$ cat src/msf_pkg.sv
`timescale 1ns / 1ps
package msf_pkg;

   localparam int SLOTS_DEF     = 16;
   localparam int MAX_BYTES_DEF = 64;
   localparam int CQ_DEPTH      = 4;

   localparam int OP_W   = 3;
   localparam int BYTE_W = 8;
   localparam int CNT_W  = 7;

   localparam logic [OP_W-1:0] OP_SEND  = 3'd0;
   localparam logic [OP_W-1:0] OP_RECV  = 3'd1;
   localparam logic [OP_W-1:0] OP_PEEK  = 3'd2;
   localparam logic [OP_W-1:0] OP_POP   = 3'd3;
   localparam logic [OP_W-1:0] OP_CLEAN = 3'd4;

   localparam int              CSR_ADDR_W       = 2;
   localparam logic [1:0]      CSR_MAX_MSG_ADDR = 2'd0;
   localparam logic [CNT_W-1:0] MAX_MSG_RESET   = 7'd64;

   // what the front hands the back for one item
   typedef struct packed {
      logic              is_stream;
      logic              ok;
      logic              q_empty;
      logic              q_full;
      logic [BYTE_W-1:0] bsize;
   } cmd_flags_type;

   localparam int CMD_FLAGS_W = $bits(cmd_flags_type);

endpackage

$ cat src/msf_cmd_queue.sv
`timescale 1ns / 1ps
module msf_cmd_queue
   import msf_pkg::*;
#(
   parameter int W = 8,
   parameter int DEPTH = CQ_DEPTH,
   localparam int PTR_W = (DEPTH > 1) ? $clog2(DEPTH) : 1,
   localparam int CNT_QW = $clog2(DEPTH + 1)
) (
   input  logic         clock,
   input  logic         reset,
   input  logic         wr_en,
   input  logic [W-1:0] wr_data,
   output logic         q_full,
   input  logic         rd_en,
   output logic         q_valid,
   output logic [W-1:0] rd_data
);

   logic [W-1:0]      entry_ff [DEPTH];
   logic [PTR_W-1:0]  wr_ptr_ff, wr_ptr_in;
   logic [PTR_W-1:0]  rd_ptr_ff, rd_ptr_in;
   logic [CNT_QW-1:0] count_ff, count_in;
   logic              do_wr, do_rd;

   assign q_full  = (count_ff == CNT_QW'(DEPTH));
   assign q_valid = (count_ff != '0);
   assign rd_data = entry_ff[rd_ptr_ff];
   assign do_wr   = wr_en && !q_full;
   assign do_rd   = rd_en && q_valid;

   always_comb begin
      wr_ptr_in = wr_ptr_ff;
      rd_ptr_in = rd_ptr_ff;
      count_in  = count_ff;
      if (do_wr) begin
         wr_ptr_in = (wr_ptr_ff == PTR_W'(DEPTH - 1)) ? '0 : wr_ptr_ff + 1'b1;
      end
      if (do_rd) begin
         rd_ptr_in = (rd_ptr_ff == PTR_W'(DEPTH - 1)) ? '0 : rd_ptr_ff + 1'b1;
      end
      if (do_wr && !do_rd) begin
         count_in = count_ff + 1'b1;
      end else if (do_rd && !do_wr) begin
         count_in = count_ff - 1'b1;
      end
   end

   always_ff @(posedge clock) begin
      if (reset) begin
         wr_ptr_ff <= '0;
         rd_ptr_ff <= '0;
         count_ff  <= '0;
      end else begin
         wr_ptr_ff <= wr_ptr_in;
         rd_ptr_ff <= rd_ptr_in;
         count_ff  <= count_in;
      end
   end

   always_ff @(posedge clock) begin
      if (do_wr) begin
         entry_ff[wr_ptr_ff] <= wr_data;
      end
   end

endmodule

$ cat config.mk
export PLATFORM = sky130hd
export DESIGN_NAME = msf_cmd_queue
export DESIGN_NICKNAME = d
export VERILOG_FILES = /design/src/msf_pkg.sv /design/src/msf_cmd_queue.sv
export SDC_FILE = /design/constraint.sdc
export NUM_CORES = 1
export LEC_CHECK = 0
export BUFFER_PORTS_ARGS = -buffer_cell sky130_fd_sc_hd__buf_4
export CORE_MARGIN = 4
export CORE_UTILIZATION = 50
export CTS_CLUSTER_DIAMETER = 50
export CTS_CLUSTER_SIZE = 8
export DETAILED_ROUTE_END_ITERATION = 10
export PLACE_DENSITY = 0.69
export SLEW_MARGIN = 20
export SYNTH_ARGS = -nofsm -noshare
export SYNTH_HDL_FRONTEND = slang
export SYNTH_SLANG_ARGS = --single-unit
export TNS_END_PERCENT = 1
$ cat constraint.sdc
create_clock -name clock -period 2.05 [get_ports clock]
set_input_delay 0.3075 -clock clock [delete_from_list [all_inputs] [get_ports clock]]
set_output_delay 0.3075 -clock clock [all_outputs]
set_load 0.02 [all_outputs]
### After elaboration in Yosys (flattened, before gate mapping)

Memories as Yosys holds them, arrays and structs flattened. A register that Yosys moved wholly into a read port is not among the register bits.
Cells that the tools add are included.

* flip-flop bits (word level): 7
* output and inout port bits: 10
* memories kept: 1
* memory bits (writable): 32
* word-level logic and storage cells: 28

Memory list
* entry_ff: words 4, bits a word 8, rd ports 1, clocked after memory_dff 1, write ports 1, line msf_cmd_queue.sv:20 `logic [W-1:0] entry_ff [DEPTH];`

* $add $sub $neg: 4
* equal/unequal tests: 3
* muxes and demuxes: 8
* reductions and logical operators: 9

Operators by type and width (number)
* 2-to-1 mux 2 bit: 4
* 2-to-1 mux 3 bit: 2
* adder 2 x 1 -> 2 bit (second input constant): 2
* equality test 2 bit (second input constant): 2
* logical AND 1 bit: 4
* adder 3 x 1 -> 3 bit (second input constant): 1
* equality test 3 bit (second input constant): 1
* zero test 1 bit: 3
* nonzero test 3 bit: 1
* subtractor 3 x 1 -> 3 bit (second input constant): 1
* 2-to-1 mux 1 bit: 2
* nonzero test 2 bit: 1

### Longest topological paths before layout

* depth after elaboration: 7
* mapped depth: 10

### Least setup slack after synthesis

Ideal clock, no wire load.

* kind: register -> register
* start: register count_ff[0]
* end: register count_ff[2]
* setup slack: -22 ps
* period minus slack after synthesis: 2072 ps
* data arrival time: 2002 ps
* buffers on the path: 1
* stages on the path, launching flop included: 11
* setup time: 70 ps
* cells stage by stage: dfxtp_1 > or3b_1 > buf_6 > clkinv_8 > nor2_4 > ha_1 > inv_1 > fa_1 > xor2_1 > or3_1 > a21oi_1

* word-level cells in the longest chain between the ends: 6
* elaborated cells between the ends (all ways): 14
* classes of those cells: 2 x add/sub; 1 x eq/ne; 2 x mux; 9 x reduce/logical

RTL lines
* start: declaration: line msf_cmd_queue.sv:23 `logic [CNT_QW-1:0] count_ff, count_in;`
* start signal: assignment: line msf_cmd_queue.sv:57 `count_ff <= count_in;`
* equality test 3 bit *: line msf_cmd_queue.sv:26 `assign q_full = (count_ff == CNT_QW'(DEPTH));`
* via q_full: line msf_cmd_queue.sv:14 `output logic q_full,`
* zero test 1 bit *: line msf_cmd_queue.sv:29 `assign do_wr = wr_en && !q_full;`
* logical AND 1 bit *: line msf_cmd_queue.sv:29
* via do_wr: line msf_cmd_queue.sv:24 `logic do_wr, do_rd;`
* zero test 1 bit: line msf_cmd_queue.sv:44 `end else if (do_rd && !do_wr) begin`
* logical AND 1 bit: line msf_cmd_queue.sv:44
* nonzero test 2 bit (no source line)

Mark *: on every way through the listed nets, which the timed path passes. The rest lies on a longest branch. The select of a mux whose other input is x is not followed.
A chain may end at the register's enable or synchronous reset.

### Worst setup path after layout

* start: register count_ff[0]
* end: register count_ff[2]

* word-level cells in the longest chain between the ends: 6
* elaborated cells between the ends (all ways): 14
* classes of those cells: 2 x add/sub; 1 x eq/ne; 2 x mux; 9 x reduce/logical

RTL lines
* parallel branches: the longest is 6 deep, another holds subtractor 3 x 1 -> 3 bit

Parallel ways; which one is timed is not known. The select of a mux whose other input is x is not followed.

==> results.txt <==
----------------------------------------------------
[Clock tree]
  Root Driver ... sky130_fd_sc_hd__clkbuf_4
  Worst-skew pair later-pin latency ... 0.33 ns
  CTS buffer count ... 5
  TritonCTS clock tree ... done
  Max H-tree Level ... 2
  Clk sinks ... 41
  Number of buffers added to fix hold violations after cts ... 0
  Deepest clock path buffer count ... 2
  Clock-pin slew reported for the worst setup and hold paths after clock tree synthesis ... 0.12 ns

[Run]
  Number of max-cap violations ... 0

[Die]
  Number of primary I/O pins ... 22
  Die Height ... 65.8 um
  Row count ... 20
  Die boundary width ... 65.8 um
  Core Box Area ... 0.00313 mm2
  Die area ... 0.00433 mm2
  Effective utilization at floorplan ... 53.4%

[STA]
  Final critical-path setup slack ... 0.000445 ns
  Achievable clock frequency ... 488 MHz
  Relative slew margins ... 70.7%
  TNS Setup ... 0 ns
  Final-layout worst hold slack ... 0.162 ns
  Final critical path time including I/O delays and setup ... 2.05 ns
  Period Utilization, post-route ... 100%
  Total count of max-transition violations in the final report ... 0
  RSZ-0062 raised after global routing ... true
  Transition time at the pin with the least slew margin ... 0.439 ns
  Worst setup skew after layout ... 0.0153 ns
  Final setup fails ... 0
  Hold Vio Cnt, Final ... 0

[Global routing]
  Number of antenna violations at the first check in global routing ... 0
  Grt ovf ... 0
  Total GRT Usage ... 14.9%
  Pin count of the biggest net entering global routing ... 13
  First-pass GRT wire length ... 4570 um
  Number of global-route vias before repair ... 929

[Drt]
  Wire length per cell ... 16.1 um
  Via count ... 871
  Number of remaining DRC errors ... 0
  Sum of routed wire length over all layers ... 2710 um
  Initial drt markers ... 40
  Total iterations of the first detailed-routing run ... 5
  Number of nets still failing antenna checks after routing ... 0
  Drt via density ... 5.15

[Cells and area]
  Area growth, synth to finish ... 19.4%
  Diode count ... 0
  Most frequent cells in the layout ... sky130_fd_sc_hd__edfxtp_1 (32), sky130_fd_sc_hd__buf_4 (29), sky130_fd_sc_hd__mux4_2 (8)
  Final Core Density ... 63.8%
  Share of post-route cells with drive strength above 1 ... 44.0%
  Post-layout net count ... 143
  Commonest non-fill, non-tap cell in the layout ... sky130_fd_sc_hd__edfxtp_1

[Run status]
  Result of the run ... complete, no violations

[Synthesis]
  Post-Synthesis Mean Instance Area ... 18.2 um2
  Post-synthesis sequential area ratio ... 68.3%
  Post-synthesis sequential element count ... 41
  Library cell occupying the most area in the post-synthesis netlist ... sky130_fd_sc_hd__edfxtp_1
  Cell types with the largest area share after synthesis ... sky130_fd_sc_hd__edfxtp_1 (58%), sky130_fd_sc_hd__dfxtp_1 (11%), sky130_fd_sc_hd__mux4_2 (11%)
  Warning count from the yosys run ... 0
  Cell count after synthesis ... 92
  Post-synthesis cell area ... 0.00167 mm2
  Share of Yosys cell area claimed by the top area cell type ... 57.5%
  Synth unique cells ... 27
  Post-synth net total ... 111

[Placement]
  Final GP Congestion ... 0.637
  Setup slack at placement ... -0.101 ns
  Count of input and output buffers ... 21
  Half-perimeter wire length of the detailed placement result ... 1940 um

[Power]
  Maximum resistive drop on vdd ... 0.617 mV
  Power density over cell area ... 1130 mW/mm2
  Overall power after layout ... 2250 uW
  Leakage power figure ... 0.000748 uW

[Setup path]
  Kind of start point of the critical path ... flip-flop
  Required time at the worst-slack endpoint ... 2.31 ns
  Sort of element at the end of the critical path ... flip-flop
  Maximum fanout count along the critical path ... 3
  Type of the worst setup path ... reg -> reg
  Arrival time at the worst endpoint ... 2.31 ns
  Number of cells on the worst reg-to-reg path ... 8

[Worst hold path]
  Hold Path Class ... in -> reg
  WHS Path Cells ... 1

----------------------------------------------------
cells by family after synthesis:
logic type / share of synthesized area [%]
buffers and inverters: 4.12
AO/OA/AOI/OAI: 3.22
multiplexers: 12.0
adder cells (fa/ha/maj): 5.69
XOR/XNOR: 1.05
AND/OR/NAND/NOR: 5.62
flip-flops: 68.3
state kept, by name (all words and copies together) (netlist names), named ones only:
name       flops
rd_ptr_ff      2
wr_ptr_ff      2
count_ff       3
entry_ff      32
routing by layer:
layer  GRT usage (%)  share of wire [%]  vias to the layer above
met5               0                  0                        -
met4            8.29                1.9                        0
met3            4.25                4.9                        6
met2            24.2                 51                       25
met1            17.8                 42                      423
li1                -                  -                      417
final cells by class:
type / count / area [um2]
Inverter: 5 / 45.0
Sequential cell: 41 / 1150
Clock inverter: 1 / 3.75
Multi-Input combinational cell: 42 / 480
Fill cell: 230 / 1130
Tap cell: 44 / 55.1
Clock buffer: 7 / 45.0
Timing Repair Buffer: 29 / 218
cell usage after synthesis:
| cell | count |
|---|---|
| sky130_fd_sc_hd__o31ai_2 | 2 |
| sky130_fd_sc_hd__buf_2 | 1 |
| sky130_fd_sc_hd__o21ai_1 | 1 |
| sky130_fd_sc_hd__mux2i_1 | 2 |
| sky130_fd_sc_hd__nand3_1 | 2 |
| sky130_fd_sc_hd__a21oi_1 | 2 |
| sky130_fd_sc_hd__or3_1 | 3 |
| sky130_fd_sc_hd__nor2_1 | 3 |
| sky130_fd_sc_hd__nand2_1 | 1 |
| sky130_fd_sc_hd__bufinv_8 | 1 |
| sky130_fd_sc_hd__o21ai_0 | 1 |
| sky130_fd_sc_hd__ha_1 | 6 |
| sky130_fd_sc_hd__buf_6 | 1 |
| sky130_fd_sc_hd__nor2_4 | 1 |
| sky130_fd_sc_hd__fa_1 | 1 |
| sky130_fd_sc_hd__mux4_2 | 8 |
| sky130_fd_sc_hd__clkbuf_1 | 1 |
| sky130_fd_sc_hd__nor3_1 | 1 |
| sky130_fd_sc_hd__edfxtp_1 | 32 |
| sky130_fd_sc_hd__or3b_1 | 1 |
| sky130_fd_sc_hd__buf_1 | 1 |
| sky130_fd_sc_hd__a21oi_2 | 1 |
| sky130_fd_sc_hd__and3_1 | 4 |
| sky130_fd_sc_hd__inv_1 | 3 |
| sky130_fd_sc_hd__dfxtp_1 | 9 |
| sky130_fd_sc_hd__clkinv_8 | 1 |
| sky130_fd_sc_hd__xor2_1 | 2 |
worst paths after layout:
| kind | startpoint | end | slack, ns |
|---|---|---|---|
| worst min-delay path | wr_data[4] | entry_ff[0][4]$_DFFE_PP_ | 0.16 |
| worst min register to register | rd_ptr_ff[0]$_SDFFE_PP0P_ | flip-flop | 0.51 |
| worst max register to register | count_ff[0]$_SDFFE_PP0P_ | count_ff[2]$_SDFFE_PP0P_ | 0.0004 |
| worst max-delay path | count_ff[0]$_SDFFE_PP0P_ | count_ff[2]$_SDFFE_PP0P_ | 0.0004 |
power by group:
part | internal, uW | switching, uW | leakage, uW | total [uW]
logic | 405 | 405 | 0.000353 | 810
registers | 1020 | 59.2 | 0.000369 | 1080
clock network | 132 | 232 | 0.0000269 | 364
critical path, stage by stage (launching register included):
cell                      delay (ns)
sky130_fd_sc_hd__dfxtp_4        0.37
sky130_fd_sc_hd__buf_4          0.14
sky130_fd_sc_hd__o31ai_4        0.24
sky130_fd_sc_hd__ha_2           0.22
sky130_fd_sc_hd__inv_1          0.05
sky130_fd_sc_hd__fa_2           0.33
sky130_fd_sc_hd__xor2_1         0.16
sky130_fd_sc_hd__or3_1          0.34
sky130_fd_sc_hd__a21oi_2        0.13
through the flow:
stage	instances	instance area [um2]
after detailed placement	160	1910
after global routing	169	1990
after floorplan	92	1670
after CTS	169	1990
final	169	1990
after global placement	160	1910
repair_timing:
item | in CTS | in global routing
resized for setup | 7 | 1
pin swaps | 5 | 3
endpoints found under the hold margin | 0 | 0
setup endpoints to repair | 1 | 1
setup buffers | 1 | 0
No activity file was read; power rests on OpenSTA's default activity.
