File: config.mk
export PLATFORM = sky130hd
export DESIGN_NAME = msf_front
export DESIGN_NICKNAME = d
export VERILOG_FILES = /design/src/msf_pkg.sv /design/src/msf_front.sv
export SDC_FILE = /design/constraint.sdc
export NUM_CORES = 1
export LEC_CHECK = 0
export ABC_AREA = 1
export ABC_CLOCK_PERIOD_IN_PS = 9800
export BUFFER_PORTS_ARGS = -buffer_cell sky130_fd_sc_hd__buf_4
export CAP_MARGIN = 30
export CORE_UTILIZATION = 55
export DETAILED_ROUTE_END_ITERATION = 8
export GPL_TIMING_DRIVEN = 0
export PLACE_DENSITY = 0.87
export SLEW_MARGIN = 20
export SYNTH_ARGS = -nofsm -noshare
export SYNTH_HDL_FRONTEND = slang
export SYNTH_SLANG_ARGS = --single-unit
File: constraint.sdc
create_clock -name clock -period 9.8 [get_ports clock]
set_input_delay 1.96 -clock clock [delete_from_list [all_inputs] [get_ports clock]]
set_output_delay 1.96 -clock clock [all_outputs]
set_load 0.005 [all_outputs]
File: src/msf_pkg.sv
`timescale 1ns / 1ps
package msf_pkg;

   localparam int SLOTS_DEF     = 16;
   localparam int MAX_BYTES_DEF = 64;
   localparam int CQ_DEPTH      = 4;

   localparam int OP_W   = 3;
   localparam int BYTE_W = 8;
   localparam int CNT_W  = 7;

   localparam logic [OP_W-1:0] OP_SEND  = 3'd0;
   localparam logic [OP_W-1:0] OP_RECV  = 3'd1;
   localparam logic [OP_W-1:0] OP_PEEK  = 3'd2;
   localparam logic [OP_W-1:0] OP_POP   = 3'd3;
   localparam logic [OP_W-1:0] OP_CLEAN = 3'd4;

   localparam int              CSR_ADDR_W       = 2;
   localparam logic [1:0]      CSR_MAX_MSG_ADDR = 2'd0;
   localparam logic [CNT_W-1:0] MAX_MSG_RESET   = 7'd64;

   // what the front hands the back for one item
   typedef struct packed {
      logic              is_stream;
      logic              ok;
      logic              q_empty;
      logic              q_full;
      logic [BYTE_W-1:0] bsize;
   } cmd_flags_type;

   localparam int CMD_FLAGS_W = $bits(cmd_flags_type);

endpackage

File: src/msf_front.sv
`timescale 1ns / 1ps
module msf_front
   import msf_pkg::*;
#(
   parameter int SLOTS = SLOTS_DEF,
   parameter int MAX_BYTES = MAX_BYTES_DEF,
   localparam int SLOT_W = $clog2(SLOTS),
   localparam int ADDR_W = (SLOTS * MAX_BYTES > 1) ? $clog2(SLOTS * MAX_BYTES) : 1,
   localparam int SCNT_W = $clog2(CQ_DEPTH + 2)
) (
   input  logic              clock,
   input  logic              reset,
   input  logic              push,
   output logic              full,
   input  logic [OP_W-1:0]   op,
   input  logic [BYTE_W-1:0] data_byte,
   input  logic [BYTE_W-1:0] msg_len,
   input  logic              last_byte,
   input  logic [BYTE_W-1:0] rx_capacity,
   input  logic [CNT_W-1:0]  max_msg_bytes,
   input  logic              cq_full,
   input  logic              stream_done,
   output logic              cq_push,
   output cmd_flags_type     cq_flags,
   output logic [SLOT_W-1:0] cq_slot,
   output logic              st_we,
   output logic [ADDR_W-1:0] st_addr,
   output logic [BYTE_W-1:0] st_data,
   output logic              len_we,
   output logic [SLOT_W-1:0] len_slot,
   output logic [CNT_W-1:0]  len_data
);

   logic [SLOT_W-1:0] write_slot_ff, write_slot_in;
   logic [SLOT_W-1:0] read_slot_ff, read_slot_in;
   logic [CNT_W-1:0]  fill_ff, fill_in;
   logic              active_ff, active_in;
   logic              drop_ff, drop_in;
   logic [SCNT_W-1:0] stream_cnt_ff, stream_cnt_in;

   logic              accept, cur_empty, cur_full, drop_cur, do_store;
   logic [CNT_W-1:0]  limit, cap, fill_cur, fill_new;

   function automatic logic [SLOT_W-1:0] nxt(input logic [SLOT_W-1:0] s);
      return (s == SLOT_W'(SLOTS - 1)) ? '0 : s + 1'b1;
   endfunction

   // a send byte waits until no stream is in flight, so it never lands in a slot being read
   assign full   = cq_full || (op == OP_SEND && stream_cnt_ff != '0);
   assign accept = push && !full;

   assign cur_empty = (read_slot_ff == write_slot_ff);
   assign cur_full  = (nxt(write_slot_ff) == read_slot_ff);

   assign limit = (max_msg_bytes > CNT_W'(MAX_BYTES)) ? CNT_W'(MAX_BYTES) : max_msg_bytes;
   assign cap   = (msg_len > BYTE_W'(MAX_BYTES)) ? CNT_W'(MAX_BYTES) : msg_len[CNT_W-1:0];

   assign drop_cur = active_ff ? drop_ff : (cur_full || (msg_len > {1'b0, limit}));
   assign fill_cur = active_ff ? fill_ff : '0;
   assign do_store = !drop_cur && (fill_cur < cap);
   assign fill_new = do_store ? fill_cur + 1'b1 : fill_cur;

   assign st_addr  = ADDR_W'(int'(write_slot_ff) * MAX_BYTES + int'(fill_cur));
   assign st_data  = data_byte;
   assign len_slot = write_slot_ff;
   assign len_data = fill_new;
   assign cq_slot  = read_slot_ff;

   always_comb begin
      write_slot_in = write_slot_ff;
      read_slot_in  = read_slot_ff;
      fill_in       = fill_ff;
      active_in     = active_ff;
      drop_in       = drop_ff;
      st_we         = 1'b0;
      len_we        = 1'b0;
      cq_push       = 1'b0;
      cq_flags      = '0;
      if (accept) begin
         cq_push        = 1'b1;
         cq_flags.bsize = rx_capacity;
         case (op)
            OP_SEND: begin
               st_we       = do_store;
               cq_flags.ok = !drop_cur;
               if (last_byte) begin
                  if (!drop_cur) begin
                     len_we        = 1'b1;
                     write_slot_in = nxt(write_slot_ff);
                  end
                  active_in = 1'b0;
                  drop_in   = 1'b0;
                  fill_in   = '0;
               end else begin
                  active_in = 1'b1;
                  drop_in   = drop_cur;
                  fill_in   = fill_new;
               end
            end
            OP_RECV, OP_PEEK: begin
               if (!cur_empty) begin
                  cq_flags.is_stream = 1'b1;
                  cq_flags.ok        = 1'b1;
                  if (op == OP_RECV) begin
                     read_slot_in = nxt(read_slot_ff);
                  end
               end
            end
            OP_POP: begin
               if (!cur_empty) begin
                  cq_flags.ok  = 1'b1;
                  read_slot_in = nxt(read_slot_ff);
               end
            end
            OP_CLEAN: begin
               cq_flags.ok  = 1'b1;
               read_slot_in = write_slot_ff;
            end
            default: begin
               cq_flags.ok = 1'b0;
            end
         endcase
         cq_flags.q_empty = (read_slot_in == write_slot_in);
         cq_flags.q_full  = (nxt(write_slot_in) == read_slot_in);
      end
   end

   always_comb begin
      stream_cnt_in = stream_cnt_ff;
      if (cq_push && cq_flags.is_stream && !stream_done) begin
         stream_cnt_in = stream_cnt_ff + 1'b1;
      end else if (stream_done && !(cq_push && cq_flags.is_stream)) begin
         stream_cnt_in = stream_cnt_ff - 1'b1;
      end
   end

   always_ff @(posedge clock) begin
      if (reset) begin
         write_slot_ff <= '0;
         read_slot_ff  <= '0;
         fill_ff       <= '0;
         active_ff     <= 1'b0;
         drop_ff       <= 1'b0;
         stream_cnt_ff <= '0;
      end else begin
         write_slot_ff <= write_slot_in;
         read_slot_ff  <= read_slot_in;
         fill_ff       <= fill_in;
         active_ff     <= active_in;
         drop_ff       <= drop_in;
         stream_cnt_ff <= stream_cnt_in;
      end
   end

endmodule

# Yosys cells after proc, flatten, opt, wreduce, memory -nomap -nowiden
# Index checks and enable logic that the tools add are counted.
[word_totals] register_bits=20 input_bits=40 out_inout_bits=49 word_cells=79
[op_classes] add_sub_neg=7 magnitude_cmp=4 eq_ne=11 n_mux=34 reduce_logical=17
[ops] operator="$mux W4" count=11
[ops] operator="$mux W7" count=5
[ops] operator="$eq A4 B4 Y1" count=4
[ops] operator="$add A4 B1 Y4 const B" count=3
[ops] operator="$eq A4 B4 Y1 const B" count=3
[ops] operator="$mux W1" count=12
[ops] operator="$mux W12" count=1
[ops] operator="$pmux W4 S3" count=1
[ops] operator="$add A10 B7 Y10" count=1
[ops] operator="$gt A8 B7 Y1" count=1
[ops] operator="$gt A8 B7 Y1 const B" count=1
[ops] operator="$add A7 B1 Y7 const B" count=1
[ops] operator="$gt A7 B7 Y1 const B" count=1
[ops] operator="$lt A7 B7 Y1" count=1
[ops] operator="$eq A3 B2 Y1 const B" count=2
[ops] operator="$logic_and A1 B1 Y1" count=6
[ops] operator="$mux W3" count=2
[ops] operator="$logic_not A1 Y1" count=4
[ops] operator="$pmux W1 S4" count=1
[ops] operator="$add A3 B1 Y3 const B" count=1
[ops] operator="$eq A3 B1 Y1 const B" count=1
[ops] operator="$eq A3 B3 Y1 const B" count=1
[ops] operator="$logic_not A3 Y1" count=1
[ops] operator="$reduce_bool A3 Y1" count=1
[ops] operator="6 further kinds" count=7

# Longest topological paths before layout
[depth] depth_word=18 ltp_mapped=26 ltp_nobuf=26

# Least setup slack after synthesis
# Ideal clock, no wire load.
[synth_timing] kind="input to output" start="input max_msg_bytes[2]" end="output cq_flags[8] (netlist name)" t_arrival_ns=4.305 required_ns=7.840 setup_slack_ns=3.535 cell_stages=21 path_buffers=0 path_cell_list="nor4_1 nand2_1 nand2_1 nand2_1 ha_1 nand2_1 nor3_1 nand4_1 nand2_1 nand3_2 nand2_4 nand2_4 nand2_2 nand2_4 ha_1 inv_1 a21oi_1 o21ai_0 nor2_1 nand2_1 nor2_2"
[synth_rtl] element="start: declaration" line="msf_front.sv:20" source="input logic [CNT_W-1:0] max_msg_bytes,"
[synth_rtl] element="end: declaration" line="msf_front.sv:24" source="output cmd_flags_type cq_flags,"

==> results.md <==
- Status: complete, no violations
- Mapped Cells: 422
- Leading area contributor after synthesis: nand2_1
- Synth top area share: 0.174
- Final WL: 6.58 mm
- Multiplexer share of the synthesized area: 0
- # rows: 24
- Final net count: 568
- Worst-path clk slew: 80 ps
- Design Power: 0.270 mW
- DRC errors left: 0
- Async set or reset register ratio after synthesis: 0
- Placed cells: 554
- Setup crit start kind: input pin
- Remaining antenna violation count: 0
- P_leak: 1.85 nW
- Detailed Place HPWL: 5.33 mm
- Pre-CTS setup slack: 2970 ps
- Reg2reg setup slack: 6850 ps
- CP Max Fanout: 9
- Final worst setup slack: 2890 ps
- Hold path start: fill_ff[5]
- Maxcap violations: 0
- Post-Synthesis Mean Instance Area: 5.99 um^2
- Root buffer cell: clkbuf_8
- Dominant synthesized flop cell: dfxtp_1
- Clock latency at the later pin of the worst-skew pair: 260 ps
- # setup viols final: 0
- Fin. max-slew vios: 0
- Largest family of logic cells by synthesized area: simple AND/OR/NAND/NOR gates
- First-pass GRT wire length: 10.9 mm
- Clock buffer depth: 2
- Fmax: 145 MHz
- Via-to-Cell Ratio: 5.12
- Complex-gate fraction of the synthesized area: 0.117
- Post-synth cell types: 33
- DP Area: 3190 um^2
- Largest cells by area after synthesis: nand2_1 (17%), dfxtp_1 (16%), ha_1 (9.9%)
- Xor/xnor share of the synthesized area: 0.0520
- Setup_tns: 0 ps
- Gr usage total: 0.264
- Post-synthesis sequential area ratio: 0.158
- Hold WC Path Type: flip-flop to flip-flop
- Proportion of layout cells with a drive suffix above 1: 0.273
- Cell Area, Synth: 2530 um^2
- Die W: 69.8 um
- Clock skew: 2.14 ps
- Number of buffers created by CTS: 3
- Drt wl/cell: 11.8 um
- Sink Count: 20
- Adder-cell share of the synthesized area: 0.107
- Slew HR: 0.665
- Most frequent cells after synthesis: nand2_1 (117), inv_1 (63), nor2_1 (36)
- Synthesized flop and latch total: 20
- First drt pass iteration count: 4
- Vias: 2857
- Initial antenna violation count: 0
- Initial Utilization: 0.576
- CP Class: input pin to primary output
- Reg2reg path depth: 11
- Layout area overhead: 29.2%
- H-tree Lvls: 1
- Final Hold Slack: 470 ps
- Count leader, synth: nand2_1
- Crit end category: primary output
- CTS tree: built
- Initial drt markers: 172
- Core area: 4380 um^2
- Post-synth EDFFs: 0
- Hold-fix buffer count after cts: 0
- Final std cells w/o fill: 558
- Largest net degree at the start of global routing: 13
- Diode count: 0
- Arrival @ worst endpoint: 4950 ps
- Grt total ovfl: 0
- Hold endpoint: fill_ff[5]
- PortBufs: 80
- Post-CTS Repair Setup Buffers: 0
- Finished Cell Area: 3260 um^2
- # IOs: 89
- Post-route clock period utilization: 0.705
- CTS resizes: 0
- FF-to-FF Start: stream_cnt_ff[0]
- Simple-Gate Fraction of Synth Area: 0.412
- Vias in the first global route: 2590
- Hold path cells: 2
- Synth Warn #: 0
- Worst r2r dst: stream_cnt_ff[2]
- Util after Layout: 0.744
- CP required: 7840 ps
- RSZ-0062 raised after global routing: false
- Die height: 69.8 um
- Worst Tran Pin Value: 503 ps
- Worst vdd ir: 86.1 uV
- Hold Violations, Final: 0
- PD cells: 82.7 nW/um^2
- Placer Congestion: 0.936
- Die area: 4870 um^2
- Final min period: 6910 ps
- Mapped Nets: 483
kinds of logic after synthesis:
group                    after synthesis
AND/OR/NAND/NOR                      225
buffers and inverters                 86
adder cells (fa/ha/maj)               21
XOR/XNOR                              15
AO/OA/AOI/OAI                         55
flip-flops                            20
sequential cells by signal (all words and copies together) (netlist names):
signal	flops
stream_cnt_ff	3
fill_ff	7
cq_slot	4
len_slot	4
drop_ff	1
active_ff	1
how the worst max path moves through the flow:
| stage | start | end | slack, ps | cells after the start |
|---|---|---|---|---|
| 4_1_cts | max_msg_bytes[2] | cq_flags[8] | 2940 | 23 |
| 5_1_grt | max_msg_bytes[2] | cq_flags[8] | 2590 | 23 |
| 6_report | max_msg_bytes[2] | cq_flags[8] | 2890 | 23 |
| 2_1_floorplan | max_msg_bytes[2] | cq_flags[8] | 3530 | 21 |
| 3_5_place_dp | max_msg_bytes[2] | cq_flags[8] | 2970 | 23 |
| 3_3_place_gp | max_msg_bytes[2] | cq_flags[8] | 2970 | 23 |
per-layer routing:
metal  global-route usage  vias up  part of all wire
met5                    0        -                 0
met3               0.0378        8             0.073
li1                     -     1489                 -
met1                0.335     1263              0.43
met4               0.0600        0             0.010
met2                0.470       97              0.49
cell usage in the layout (no fill, tap or decap), types with 5 or more instances in the layout:
| cell type | synthesis | routed |
|---|---|---|
| nand2_1 | 117 | 117 |
| buf_4 | 8 | 88 |
| inv_1 | 63 | 63 |
| nor2_1 | 36 | 36 |
| nand3_1 | 28 | 28 |
| a21oi_1 | 28 | 28 |
| ha_1 | 20 | 20 |
| dfxtp_1 | 20 | 20 |
| o21ai_0 | 19 | 19 |
| nand2_2 | 15 | 15 |
| xor2_1 | 11 | 11 |
| nand4_1 | 6 | 6 |
| nand2_4 | 5 | 5 |
| nor2_2 | 5 | 5 |
worst max-delay path: stages:
cell and delay, ps:
buf_4 110, nor4_1 330, nand2_1 80, nand2_1 150, nand2_1 80, ha_1 290, nand2_1 50, nor3_1 230
nand4_1 120, nand2_1 110, nand3_2 110, nand2_4 170, nand2_4 110, nand2_2 100, nand2_4 70, ha_1 270
inv_1 40, a21oi_1 120, o21ai_0 90, nor2_1 90, nand2_1 70, nor2_2 70, buf_4 100
report_power, final:
group | internal, mW | leakage, nW | switching [mW] | total (mW)
clock | 0.0545 | 0.0357 | 0.0304 | 0.0850
combinational | 0.0431 | 1.65 | 0.0543 | 0.0975
sequential | 0.0841 | 0.163 | 0.00322 | 0.0874
area by class of cell:
class,instances,area [um^2]
timing repair buffer,80,601
sequential,20,400
clock buffer,3,41.3
clock inverter,1,30.0
multi-input combinational,316,1740
fill,372,1120
inverter,69,262
buffer,17,128
tap,52,65.1
No activity file was read; power rests on OpenSTA's default activity.
